## src/rtl/bps_pkg.sv

```systemverilog
`default_nettype none
package bps_pkg;

	localparam int MAX_NOTES = 64;
	localparam int NOTE_AW   = $clog2(MAX_NOTES);
	localparam int POS_W     = $clog2(MAX_NOTES + 1);

	localparam int LEN_W  = 7;
	localparam int FREQ_W = 16;
	localparam int MS_W   = 16;
	localparam int TLEN_W = 8;
	localparam int MODE_W = 3;
	localparam int SLOT_W = 6;
	localparam int CFG_IW = 2;
	localparam int CFG_DW = 7;

	localparam logic [CFG_IW-1:0] CFG_MELODY_PRESENT = 2'd0;
	localparam logic [CFG_IW-1:0] CFG_MELODY_LENGTH  = 2'd1;
	localparam logic [CFG_IW-1:0] CFG_MELODY_LOOP    = 2'd2;

	localparam logic [MODE_W-1:0] MODE_OFF       = 3'd0;
	localparam logic [MODE_W-1:0] MODE_READY     = 3'd1;
	localparam logic [MODE_W-1:0] MODE_ERROR     = 3'd2;
	localparam logic [MODE_W-1:0] MODE_REVERSING = 3'd3;
	localparam logic [MODE_W-1:0] MODE_CUSTOM    = 3'd4;

	localparam logic [MS_W-1:0] READY_PERIOD_MS     = 16'd1000;
	localparam logic [MS_W-1:0] ERROR_PERIOD_MS     = 16'd300;
	localparam logic [MS_W-1:0] REVERSING_PERIOD_MS = 16'd500;

	localparam logic [FREQ_W-1:0] READY_FREQ_HZ     = 16'd1000;
	localparam logic [FREQ_W-1:0] ERROR_FREQ_HZ     = 16'd400;
	localparam logic [FREQ_W-1:0] REVERSING_FREQ_HZ = 16'd600;
	localparam logic [TLEN_W-1:0] BEEP_LEN_MS       = 8'd100;

	typedef enum logic [1:0] {
		CMD_NONE    = 2'd0,
		CMD_TIMED   = 2'd1,
		CMD_CONT    = 2'd2,
		CMD_SILENCE = 2'd3
	} cmd_t;

	typedef struct packed {
		logic [FREQ_W-1:0] pitch;
		logic [MS_W-1:0]   wait_ms;
	} note_t;

	typedef struct packed {
		logic             present;
		logic [LEN_W-1:0] length;
		logic             loop_en;
	} cfg_t;

	typedef struct packed {
		logic [MODE_W-1:0] prev_mode;
		logic [MS_W-1:0]   elapsed;
		logic              phase;
		logic [POS_W-1:0]  pos;
	} seq_state_t;

	typedef struct packed {
		logic              valid;
		cmd_t              command;
		logic [FREQ_W-1:0] freq;
		logic [TLEN_W-1:0] len;
	} step_res_t;

endpackage
`default_nettype wire

```

## src/rtl/bps_note_mem.sv

```systemverilog
`default_nettype none
module bps_note_mem (
	input  wire                              clk,
	input  wire                              wr_en,
	input  wire  [bps_pkg::NOTE_AW-1:0]      wr_addr,
	input  wire  bps_pkg::note_t             wr_data,
	input  wire  [bps_pkg::NOTE_AW-1:0]      rd_addr,
	output bps_pkg::note_t                   rd_data
);

	bps_pkg::note_t mem [bps_pkg::MAX_NOTES];
	bps_pkg::note_t rd_q;

	always_ff @(posedge clk) begin
		if (wr_en) begin
			mem[wr_addr] <= wr_data;
		end
	end

	// forward a write to the same slot so the next item sees new data
	always_ff @(posedge clk) begin
		if (wr_en && (wr_addr == rd_addr)) begin
			rd_q <= wr_data;
		end else begin
			rd_q <= mem[rd_addr];
		end
	end

	assign rd_data = rd_q;

endmodule
`default_nettype wire

```

## src/rtl/bps_step.sv

```systemverilog
`default_nettype none
module bps_step (
	input  wire                              kind,
	input  wire  [bps_pkg::MODE_W-1:0]       mode,
	input  wire  bps_pkg::cfg_t              cfg,
	input  wire  bps_pkg::seq_state_t        cur,
	input  wire  bps_pkg::note_t             rd_note,
	input  wire  bps_pkg::note_t             first_note,
	output bps_pkg::seq_state_t              nxt,
	output bps_pkg::step_res_t               res
);

	logic                          changed;
	logic [bps_pkg::MS_W-1:0]      el0;
	logic [bps_pkg::POS_W-1:0]     pos0;
	logic [bps_pkg::POS_W-1:0]     limit;
	bps_pkg::note_t                note;
	bps_pkg::cmd_t                 cmd;
	logic [bps_pkg::FREQ_W-1:0]    freq;
	logic [bps_pkg::TLEN_W-1:0]    len;

	always_comb begin
		nxt     = cur;
		res     = '0;
		changed = (mode != cur.prev_mode);
		el0     = cur.elapsed;
		pos0    = cur.pos;
		cmd     = bps_pkg::CMD_NONE;
		freq    = '0;
		len     = '0;
		if ({1'b0, cfg.length} > (bps_pkg::LEN_W+1)'(bps_pkg::MAX_NOTES)) begin
			limit = bps_pkg::POS_W'(bps_pkg::MAX_NOTES);
		end else begin
			limit = bps_pkg::POS_W'(cfg.length);
		end
		note = (pos0 == '0) ? first_note : rd_note;

		if (kind) begin
			nxt.elapsed = '0;
			nxt.pos     = '0;
		end else begin
			nxt.prev_mode = mode;
			if (changed) begin
				el0  = '0;
				pos0 = '0;
				note = first_note;
			end else if (cur.elapsed != '1) begin
				el0 = cur.elapsed + 1'b1;
			end
			nxt.elapsed = el0;
			nxt.pos     = pos0;

			case (mode)
				bps_pkg::MODE_READY: begin
					if (el0 >= bps_pkg::READY_PERIOD_MS) begin
						nxt.elapsed = '0;
						cmd  = bps_pkg::CMD_TIMED;
						freq = bps_pkg::READY_FREQ_HZ;
						len  = bps_pkg::BEEP_LEN_MS;
					end
				end
				bps_pkg::MODE_ERROR: begin
					if (el0 >= bps_pkg::ERROR_PERIOD_MS) begin
						nxt.elapsed = '0;
						nxt.phase   = ~cur.phase;
						if (!cur.phase) begin
							cmd  = bps_pkg::CMD_CONT;
							freq = bps_pkg::ERROR_FREQ_HZ;
						end else begin
							cmd = bps_pkg::CMD_SILENCE;
						end
					end
				end
				bps_pkg::MODE_REVERSING: begin
					if (el0 >= bps_pkg::REVERSING_PERIOD_MS) begin
						nxt.elapsed = '0;
						cmd  = bps_pkg::CMD_TIMED;
						freq = bps_pkg::REVERSING_FREQ_HZ;
						len  = bps_pkg::BEEP_LEN_MS;
					end
				end
				bps_pkg::MODE_CUSTOM: begin
					if (cfg.present) begin
						if (pos0 < limit) begin
							if (el0 >= note.wait_ms) begin
								nxt.elapsed = '0;
								nxt.pos     = pos0 + 1'b1;
								if (note.pitch != '0) begin
									cmd  = bps_pkg::CMD_CONT;
									freq = note.pitch;
								end else begin
									cmd = bps_pkg::CMD_SILENCE;
								end
							end
						end else begin
							if (cfg.loop_en) begin
								nxt.pos = '0;
							end
							cmd = bps_pkg::CMD_SILENCE;
						end
					end
				end
				default: begin
					cmd = bps_pkg::CMD_SILENCE;
				end
			endcase

			if (changed && (cmd == bps_pkg::CMD_NONE || cmd == bps_pkg::CMD_SILENCE)) begin
				res.valid   = 1'b1;
				res.command = bps_pkg::CMD_SILENCE;
			end else if (cmd != bps_pkg::CMD_NONE) begin
				res.valid   = 1'b1;
				res.command = cmd;
				res.freq    = freq;
				res.len     = len;
			end
		end
	end

endmodule
`default_nettype wire

```

## src/rtl/buzzer_pattern_sequencer_core.sv

```systemverilog
// Buzzer pattern sequencer.
// Input channel (in_valid/in_stall) carries one item per transfer: kind 0 is
// a one-millisecond tick with the requested mode, kind 1 writes one melody
// note (pitch and wait) into the note store. Output channel
// (out_valid/out_stall) carries at most one buzzer command per item; items
// that change nothing give no output.
// An accepted item lands in the input register; once the output register is
// free or being taken, its command is written into the output register, which
// drives out_valid. Throughput is one item per cycle while the output is not
// stalled: the note store is read ahead at the position the previous item
// leaves, so each item sees its note without waiting on the memory port.
// The melody registers are written through cfg_wr_en/cfg_index/cfg_data;
// the user must write only while no item is in flight; no check enforces it.
// Reset clears mode, elapsed time, error phase, position, the melody
// registers and both valid flags; the note store is not cleared and must be
// written before custom mode plays it. No clearing pass is needed.
// While out_stall holds a result, one more item is taken into the input
// register, then in_stall rises until the output is taken.
`default_nettype none
module buzzer_pattern_sequencer_core (
	input  wire                                clk,
	input  wire                                arst_n,
	input  wire                                cfg_wr_en,
	input  wire  [bps_pkg::CFG_IW-1:0]         cfg_index,
	input  wire  [bps_pkg::CFG_DW-1:0]         cfg_data,
	input  wire                                in_valid,
	output logic                               in_stall,
	input  wire                                kind,
	input  wire  [bps_pkg::MODE_W-1:0]         mode,
	input  wire  [bps_pkg::SLOT_W-1:0]         note_slot,
	input  wire  [bps_pkg::FREQ_W-1:0]         note_frequency,
	input  wire  [bps_pkg::MS_W-1:0]           note_duration,
	output logic                               out_valid,
	input  wire                                out_stall,
	output logic [1:0]                         command,
	output logic [bps_pkg::FREQ_W-1:0]         tone_frequency,
	output logic [bps_pkg::TLEN_W-1:0]         tone_length
);

	bps_pkg::cfg_t        cfg_q;
	bps_pkg::seq_state_t  state_q;
	bps_pkg::seq_state_t  state_nxt;
	bps_pkg::step_res_t   res;
	bps_pkg::note_t       rd_note;
	bps_pkg::note_t       first_note_q;
	bps_pkg::note_t       wr_note;

	logic                          valid_s1;
	logic                          kind_s1;
	logic [bps_pkg::MODE_W-1:0]    mode_s1;
	logic [bps_pkg::SLOT_W-1:0]    slot_s1;
	logic [bps_pkg::FREQ_W-1:0]    freq_s1;
	logic [bps_pkg::MS_W-1:0]      dur_s1;

	logic                          fire;
	logic                          take;
	logic                          note_wr;
	logic [bps_pkg::POS_W-1:0]     rd_pos;

	logic                          out_valid_q;
	bps_pkg::cmd_t                 command_q;
	logic [bps_pkg::FREQ_W-1:0]    freq_q;
	logic [bps_pkg::TLEN_W-1:0]    len_q;

	assign fire     = valid_s1 && (!out_valid_q || !out_stall);
	assign in_stall = valid_s1 && !fire;
	assign take     = in_valid && !in_stall;
	assign note_wr  = fire && kind_s1 &&
		({1'b0, slot_s1} < (bps_pkg::SLOT_W+1)'(bps_pkg::MAX_NOTES));
	assign wr_note  = '{pitch: freq_s1, wait_ms: dur_s1};
	assign rd_pos   = fire ? state_nxt.pos : state_q.pos;

	always_ff @(posedge clk or negedge arst_n) begin
		if (!arst_n) begin
			cfg_q <= '0;
		end else if (cfg_wr_en) begin
			case (cfg_index)
				bps_pkg::CFG_MELODY_PRESENT: cfg_q.present <= cfg_data[0];
				bps_pkg::CFG_MELODY_LENGTH:  cfg_q.length  <= cfg_data[bps_pkg::LEN_W-1:0];
				bps_pkg::CFG_MELODY_LOOP:    cfg_q.loop_en <= cfg_data[0];
				default: begin
				end
			endcase
		end
	end

	always_ff @(posedge clk or negedge arst_n) begin
		if (!arst_n) begin
			valid_s1 <= 1'b0;
		end else if (take) begin
			valid_s1 <= 1'b1;
		end else if (fire) begin
			valid_s1 <= 1'b0;
		end
	end

	always_ff @(posedge clk) begin
		if (take) begin
			kind_s1 <= kind;
			mode_s1 <= mode;
			slot_s1 <= note_slot;
			freq_s1 <= note_frequency;
			dur_s1  <= note_duration;
		end
	end

	// keep slot 0 at hand for a mode change, which restarts the melody
	always_ff @(posedge clk) begin
		if (note_wr && (slot_s1 == '0)) begin
			first_note_q <= wr_note;
		end
	end

	bps_note_mem u_note_mem (
		.clk     (clk),
		.wr_en   (note_wr),
		.wr_addr (slot_s1[bps_pkg::NOTE_AW-1:0]),
		.wr_data (wr_note),
		.rd_addr (rd_pos[bps_pkg::NOTE_AW-1:0]),
		.rd_data (rd_note)
	);

	bps_step u_step (
		.kind       (kind_s1),
		.mode       (mode_s1),
		.cfg        (cfg_q),
		.cur        (state_q),
		.rd_note    (rd_note),
		.first_note (first_note_q),
		.nxt        (state_nxt),
		.res        (res)
	);

	always_ff @(posedge clk or negedge arst_n) begin
		if (!arst_n) begin
			state_q <= '0;
		end else if (fire) begin
			state_q <= state_nxt;
		end
	end

	always_ff @(posedge clk or negedge arst_n) begin
		if (!arst_n) begin
			out_valid_q <= 1'b0;
		end else if (fire && res.valid) begin
			out_valid_q <= 1'b1;
		end else if (!out_stall) begin
			out_valid_q <= 1'b0;
		end
	end

	always_ff @(posedge clk) begin
		if (fire && res.valid) begin
			command_q <= res.command;
			freq_q    <= res.freq;
			len_q     <= res.len;
		end
	end

	assign out_valid      = out_valid_q;
	assign command        = command_q;
	assign tone_frequency = freq_q;
	assign tone_length    = len_q;

	a_stall_only_on_full_output: assert property (@(posedge clk) disable iff (!arst_n)
		in_stall |-> (out_valid && out_stall))
		else $error("input stalled without a held result");

	a_no_empty_command: assert property (@(posedge clk) disable iff (!arst_n)
		out_valid |-> (command != bps_pkg::CMD_NONE))
		else $error("result carries no-change command");

	a_length_only_timed: assert property (@(posedge clk) disable iff (!arst_n)
		(out_valid && (command != bps_pkg::CMD_TIMED)) |-> (tone_length == '0))
		else $error("tone length on untimed command");

	a_position_bounded: assert property (@(posedge clk) disable iff (!arst_n)
		state_q.pos <= bps_pkg::POS_W'(bps_pkg::MAX_NOTES))
		else $error("melody position past store");

	a_note_write_clears: assert property (@(posedge clk) disable iff (!arst_n)
		(fire && kind_s1) |=> ((state_q.pos == '0) && (state_q.elapsed == '0)))
		else $error("note write did not restart melody");

endmodule
`default_nettype wire
```

## config.mk

```make
export PLATFORM = sky130hd
export DESIGN_NAME = buzzer_pattern_sequencer_core
export DESIGN_NICKNAME = d
export VERILOG_FILES = /design/src/rtl/bps_pkg.sv /design/src/rtl/bps_note_mem.sv /design/src/rtl/bps_step.sv /design/src/rtl/buzzer_pattern_sequencer_core.sv
export SDC_FILE = /design/constraint.sdc
export NUM_CORES = 2
export LEC_CHECK = 0
export BUFFER_PORTS_ARGS = -buffer_cell sky130_fd_sc_hd__buf_2
export CAP_MARGIN = 20
export CORE_MARGIN = 3
export CORE_UTILIZATION = 31
export CTS_CLUSTER_SIZE = 20
export DETAILED_ROUTE_END_ITERATION = 8
export PLACE_DENSITY = 0.52
export SKIP_LAST_GASP = 1
export SYNTH_ARGS = -nofsm -noshare
export SYNTH_HDL_FRONTEND = slang
export SYNTH_SLANG_ARGS = --single-unit
```

## constraint.sdc

```tcl
create_clock -name clk -period 18.2 [get_ports clk]
set_input_delay 2.73 -clock clk [delete_from_list [all_inputs] [get_ports clk]]
set_output_delay 2.73 -clock clk [all_outputs]
set_load 0.1 [all_outputs]
```

==> impl_metrics.py <==
metrics = {
    "clock_network": {
        "clk_pin_slew_ns": 0.07,
        "cts_max_level": 4,
        "cts_buffers": 221,
        "clock-root-buffer": "clkbuf_16",
        "clk_path_buf_depth": 4,
        "hold_buffers": 0,
        "tritoncts": "built",
        "clock_latency_ns": 0.86,
        "post_cts_buffers": 0,
        "cts_resized": 0,
        "cts_sinks": 2185,
    },
    "pwr": {
        "p_leak_nw": 29.2,
        "power_density_nw_per_um2": 107,
        "vdd_ir_drop_max_mv": 0.0708,
        "total_power_w": 0.0104,
    },
    "timing": {
        "rsz0062_at_grt": "no",
        "fmax_mhz": 126,
        "tightest_slew_ns": 1.14,
        "finalSetupTns_ns": 0,
        "finalHoldViolCount": 0,
        "fin_crit_ns": 7.96,
        "finalSetupViolations": 0,
        "report.final.slew_viol_count": 0,
        "relSlewSlack_pct": 23.8,
        "finalCritPeriodShare_pct": 43.7,
        "clock_skew_ns": 0.0621,
    },
    "die": {
        "dieArea_um2": 280000,
        "coreArea_um2": 271000,
        "start_util_pct": 31.2,
        "row_count": 191,
        "die_x_um": 529,
        "die-height_um": 529,
        "io_pins": 84,
    },
    "cells_and_area": {
        "area_growth_pct": 14.5,
        "drive_gt1_share_pct": 28.5,
        "layout.nets": 4111,
        "postLayoutCellArea_um2": 97000,
        "seqCellArea_um2": 65400,
        "fill_cells": 24900,
        "multi_input_comb_area_um2": 18800,
    },
    "synth": {
        "yosys.area.top_type": "edfxtp_1",
        "netlist.area_leader.share_pct": 75.9,
        "ys_warn_count": 0,
        "ys_seq_area_share_pct": 77.1,
        "synth_simple_gate_area_share_pct": 2.16,
        "ys_async_sr_fraction_pct": 1.74,
        "synth_common_cells": "2141 x edfxtp_1, 573 x mux4_2, 131 x nor2_1",
        "yosysUniqueCellTypes": 89,
        "synth_top_family_by_area": "multiplexers",
        "postSynthCellCount": 3784,
        "synth.cell_area_um2": 84700,
        "avgSynthCellArea_um2": 22.4,
        "ys_seq_elements": 2185,
        "synthAdderAreaFrac_pct": 0.369,
        "synthTopCellsByArea": "edfxtp_1 76%, mux4_2 15%, dfrtp_1 1.1%, mux2i_1 1.0%, a22oi_1 0.69%",
        "synth-xor-area-share_pct": 0.0930,
        "synth_ff_type": "edfxtp_1",
        "synth_edf_count": 2141,
        "yosysMostFrequentCell": "edfxtp_1",
        "synth_compound_area_share_pct": 2.43,
        "synth_mux_area_share_pct": 16.5,
    },
    "placed_design": {
        "place_area_um2": 90300,
        "hpwl_um": 125000,
        "gp_congestion": 0.839,
        "io_buffers": 78,
    },
    "min_path": {
        "hp-class": "reg -> reg",
        "hold_path_depth": 1,
        "min_from": "cfg_q[1]$_DFFE_PN0P_",
    },
    "route": {
        "route.detailed.drc": 0,
        "vias": 41200,
        "firstDrtPassIters": 5,
        "vias_per_cell": 5.30,
        "drt_first_iter_violations": 5211,
        "wl_per_cell_um": 30.9,
        "wl_um": 240000,
        "final_antenna_net_count": 0,
    },
    "setup_path": {
        "arrival_ns": 8.62,
        "critPathRequiredTime_ns": 18.86,
        "critPathMaxFanout": 34,
        "crit_type": "reg -> reg",
        "reg2regPathDepth": 22,
        "cp-start-kind": "flip-flop",
        "endpoint_kind": "flip-flop",
    },
    "global_route": {
        "globalRouteTotalUtil_pct": 16.9,
        "antenna_found_initial": 12,
        "grt_pass1_wl_um": 332000,
        "grt-ovfl-total": 0,
        "grt_start_max_net_pins": 118,
        "grt_pass1_vias": 41100,
    },
    "job": {
        "max_cap_viol_count": 0,
    },
    "run_status": {
        "status": "finished clean",
    },
}
[kinds of logic (layout without fill, tap and decap cells)]
| kind of cell | count (synthesis) | after routing |
|---|---|---|
| other | 1 | 6 |
| buffers and inverters | 226 | 640 |
| xor gates and xnor gates | 9 | 9 |
| AOI/OAI and AO/OA | 285 | 285 |
| DFF | 2185 | 2185 |
| muxes | 676 | 676 |
| and+or+nand+nor | 377 | 377 |
| adders and majority gates | 25 | 25 |
[layout make-up]
cell class | instances | share of cell area, %
Antenna cell | 1 | 0.00258
Timing Repair Buffer | 224 | 1.66
Sequential cell | 2185 | 67.4
Clock buffer | 284 | 6.02
Tap cell | 3570 | 4.60
Multi-Input combinational cell | 1377 | 19.4
Clock inverter | 111 | 0.895
Inverter | 21 | 0.0864
[path summary, 6_finish.rpt]
| check | endpoint | slack (ns) |
|---|---|---|
| hold / removal | cfg_q[1]$_DFFE_PN0P_ | 0.50 |
| max in group asynchronous | state_q[13]$_DFFE_PN0P_ | 15.76 |
| hold reg to reg | cfg_q[1]$_DFFE_PN0P_ | 0.50 |
| setup / recovery | tone_frequency[9]$_SDFFCE_PP0P_ | 10.24 |
| min in group asynchronous | cfg_q[7]$_DFFE_PN0P_ | 1.98 |
| setup reg to reg | tone_frequency[9]$_SDFFCE_PP0P_ | 10.24 |
[state kept, by name (all words and copies together), names as in the netlist, named ones only]
signal          cells
out_valid           1
kind_s1             1
tone_frequency     16
tone_length         1
dur_s1             16
mode_s1             3
u_note_mem.mem   2048
cfg_q               9
valid_s1            1
first_note_q       32
slot_s1             6
state_q            27
command             2
freq_s1            16
[through the flow]
step / setup WS [ns] / cells / hold slack, ns / util (%)
after detailed placement: 9.69 / 7374 / 0.490 / 33.2
after global placement: 9.57 / 7373 / 0.485 / 33.2
after global routing: 9.55 / 7773 / 0.530 / 35.7
after CTS: 9.64 / 7769 / 0.503 / 35.7
after floorplan: 11.94 / 3788 / 0.469 / -
final: 10.24 / 7773 / 0.496 / 35.7
[layer usage]
metal	part of all wire [%]	GRT usage, %	up-vias	wire length [µm]
met5	0	0	-	0
met4	2.8	4.70	0	6680
met3	7.8	3.34	374	18700
met2	45	25.5	1707	108000
met1	44	24.8	22500	106000
li1	-	-	16600	-
[placed cells by master, fill, tap and decap left out, types with 26 or more instances in the layout]
cell type / instances
a21oi_1: 51
a22oi_1: 78
buf_2: 78
buf_4: 137
clkbuf_1: 58
clkbuf_16: 223
clkinv_1: 54
clkinv_2: 34
dfrtp_1: 38
edfxtp_1: 2141
mux2i_1: 87
mux4_2: 573
nand2_1: 86
nand3_1: 41
nor2_1: 62
nor2_4: 65
o21ai_0: 26
[power by group]
group / internal, W / switching (W) / total (W) / leakage [nW]
logic: 0.000146 / 0.000319 / 0.000465 / 6.07
registers: 0.00557 / 0.0000238 / 0.00559 / 19.8
clock network: 0.00243 / 0.00188 / 0.00432 / 3.28
[worst max-delay path, stage by stage (launching register included)]
cell and delay, ns:
dfxtp_4 0.75, buf_4 0.69, buf_4 0.70, buf_4 0.70
mux4_2 0.60, mux4_2 0.53, mux4_2 0.51, mux2i_1 0.21
ha_1 0.28, nand4_1 0.10, a21oi_1 0.04, a221o_1 0.36
a21oi_1 0.16, o21ai_1 0.13, buf_4 0.23, nand3_1 0.11
o221ai_1 0.11, a31oi_1 0.19, ha_1 0.19, nand2b_1 0.19
o211a_1 0.26, o2111ai_2 0.35, o21ai_0 0.28
Power figures use the tool's default switching activity.
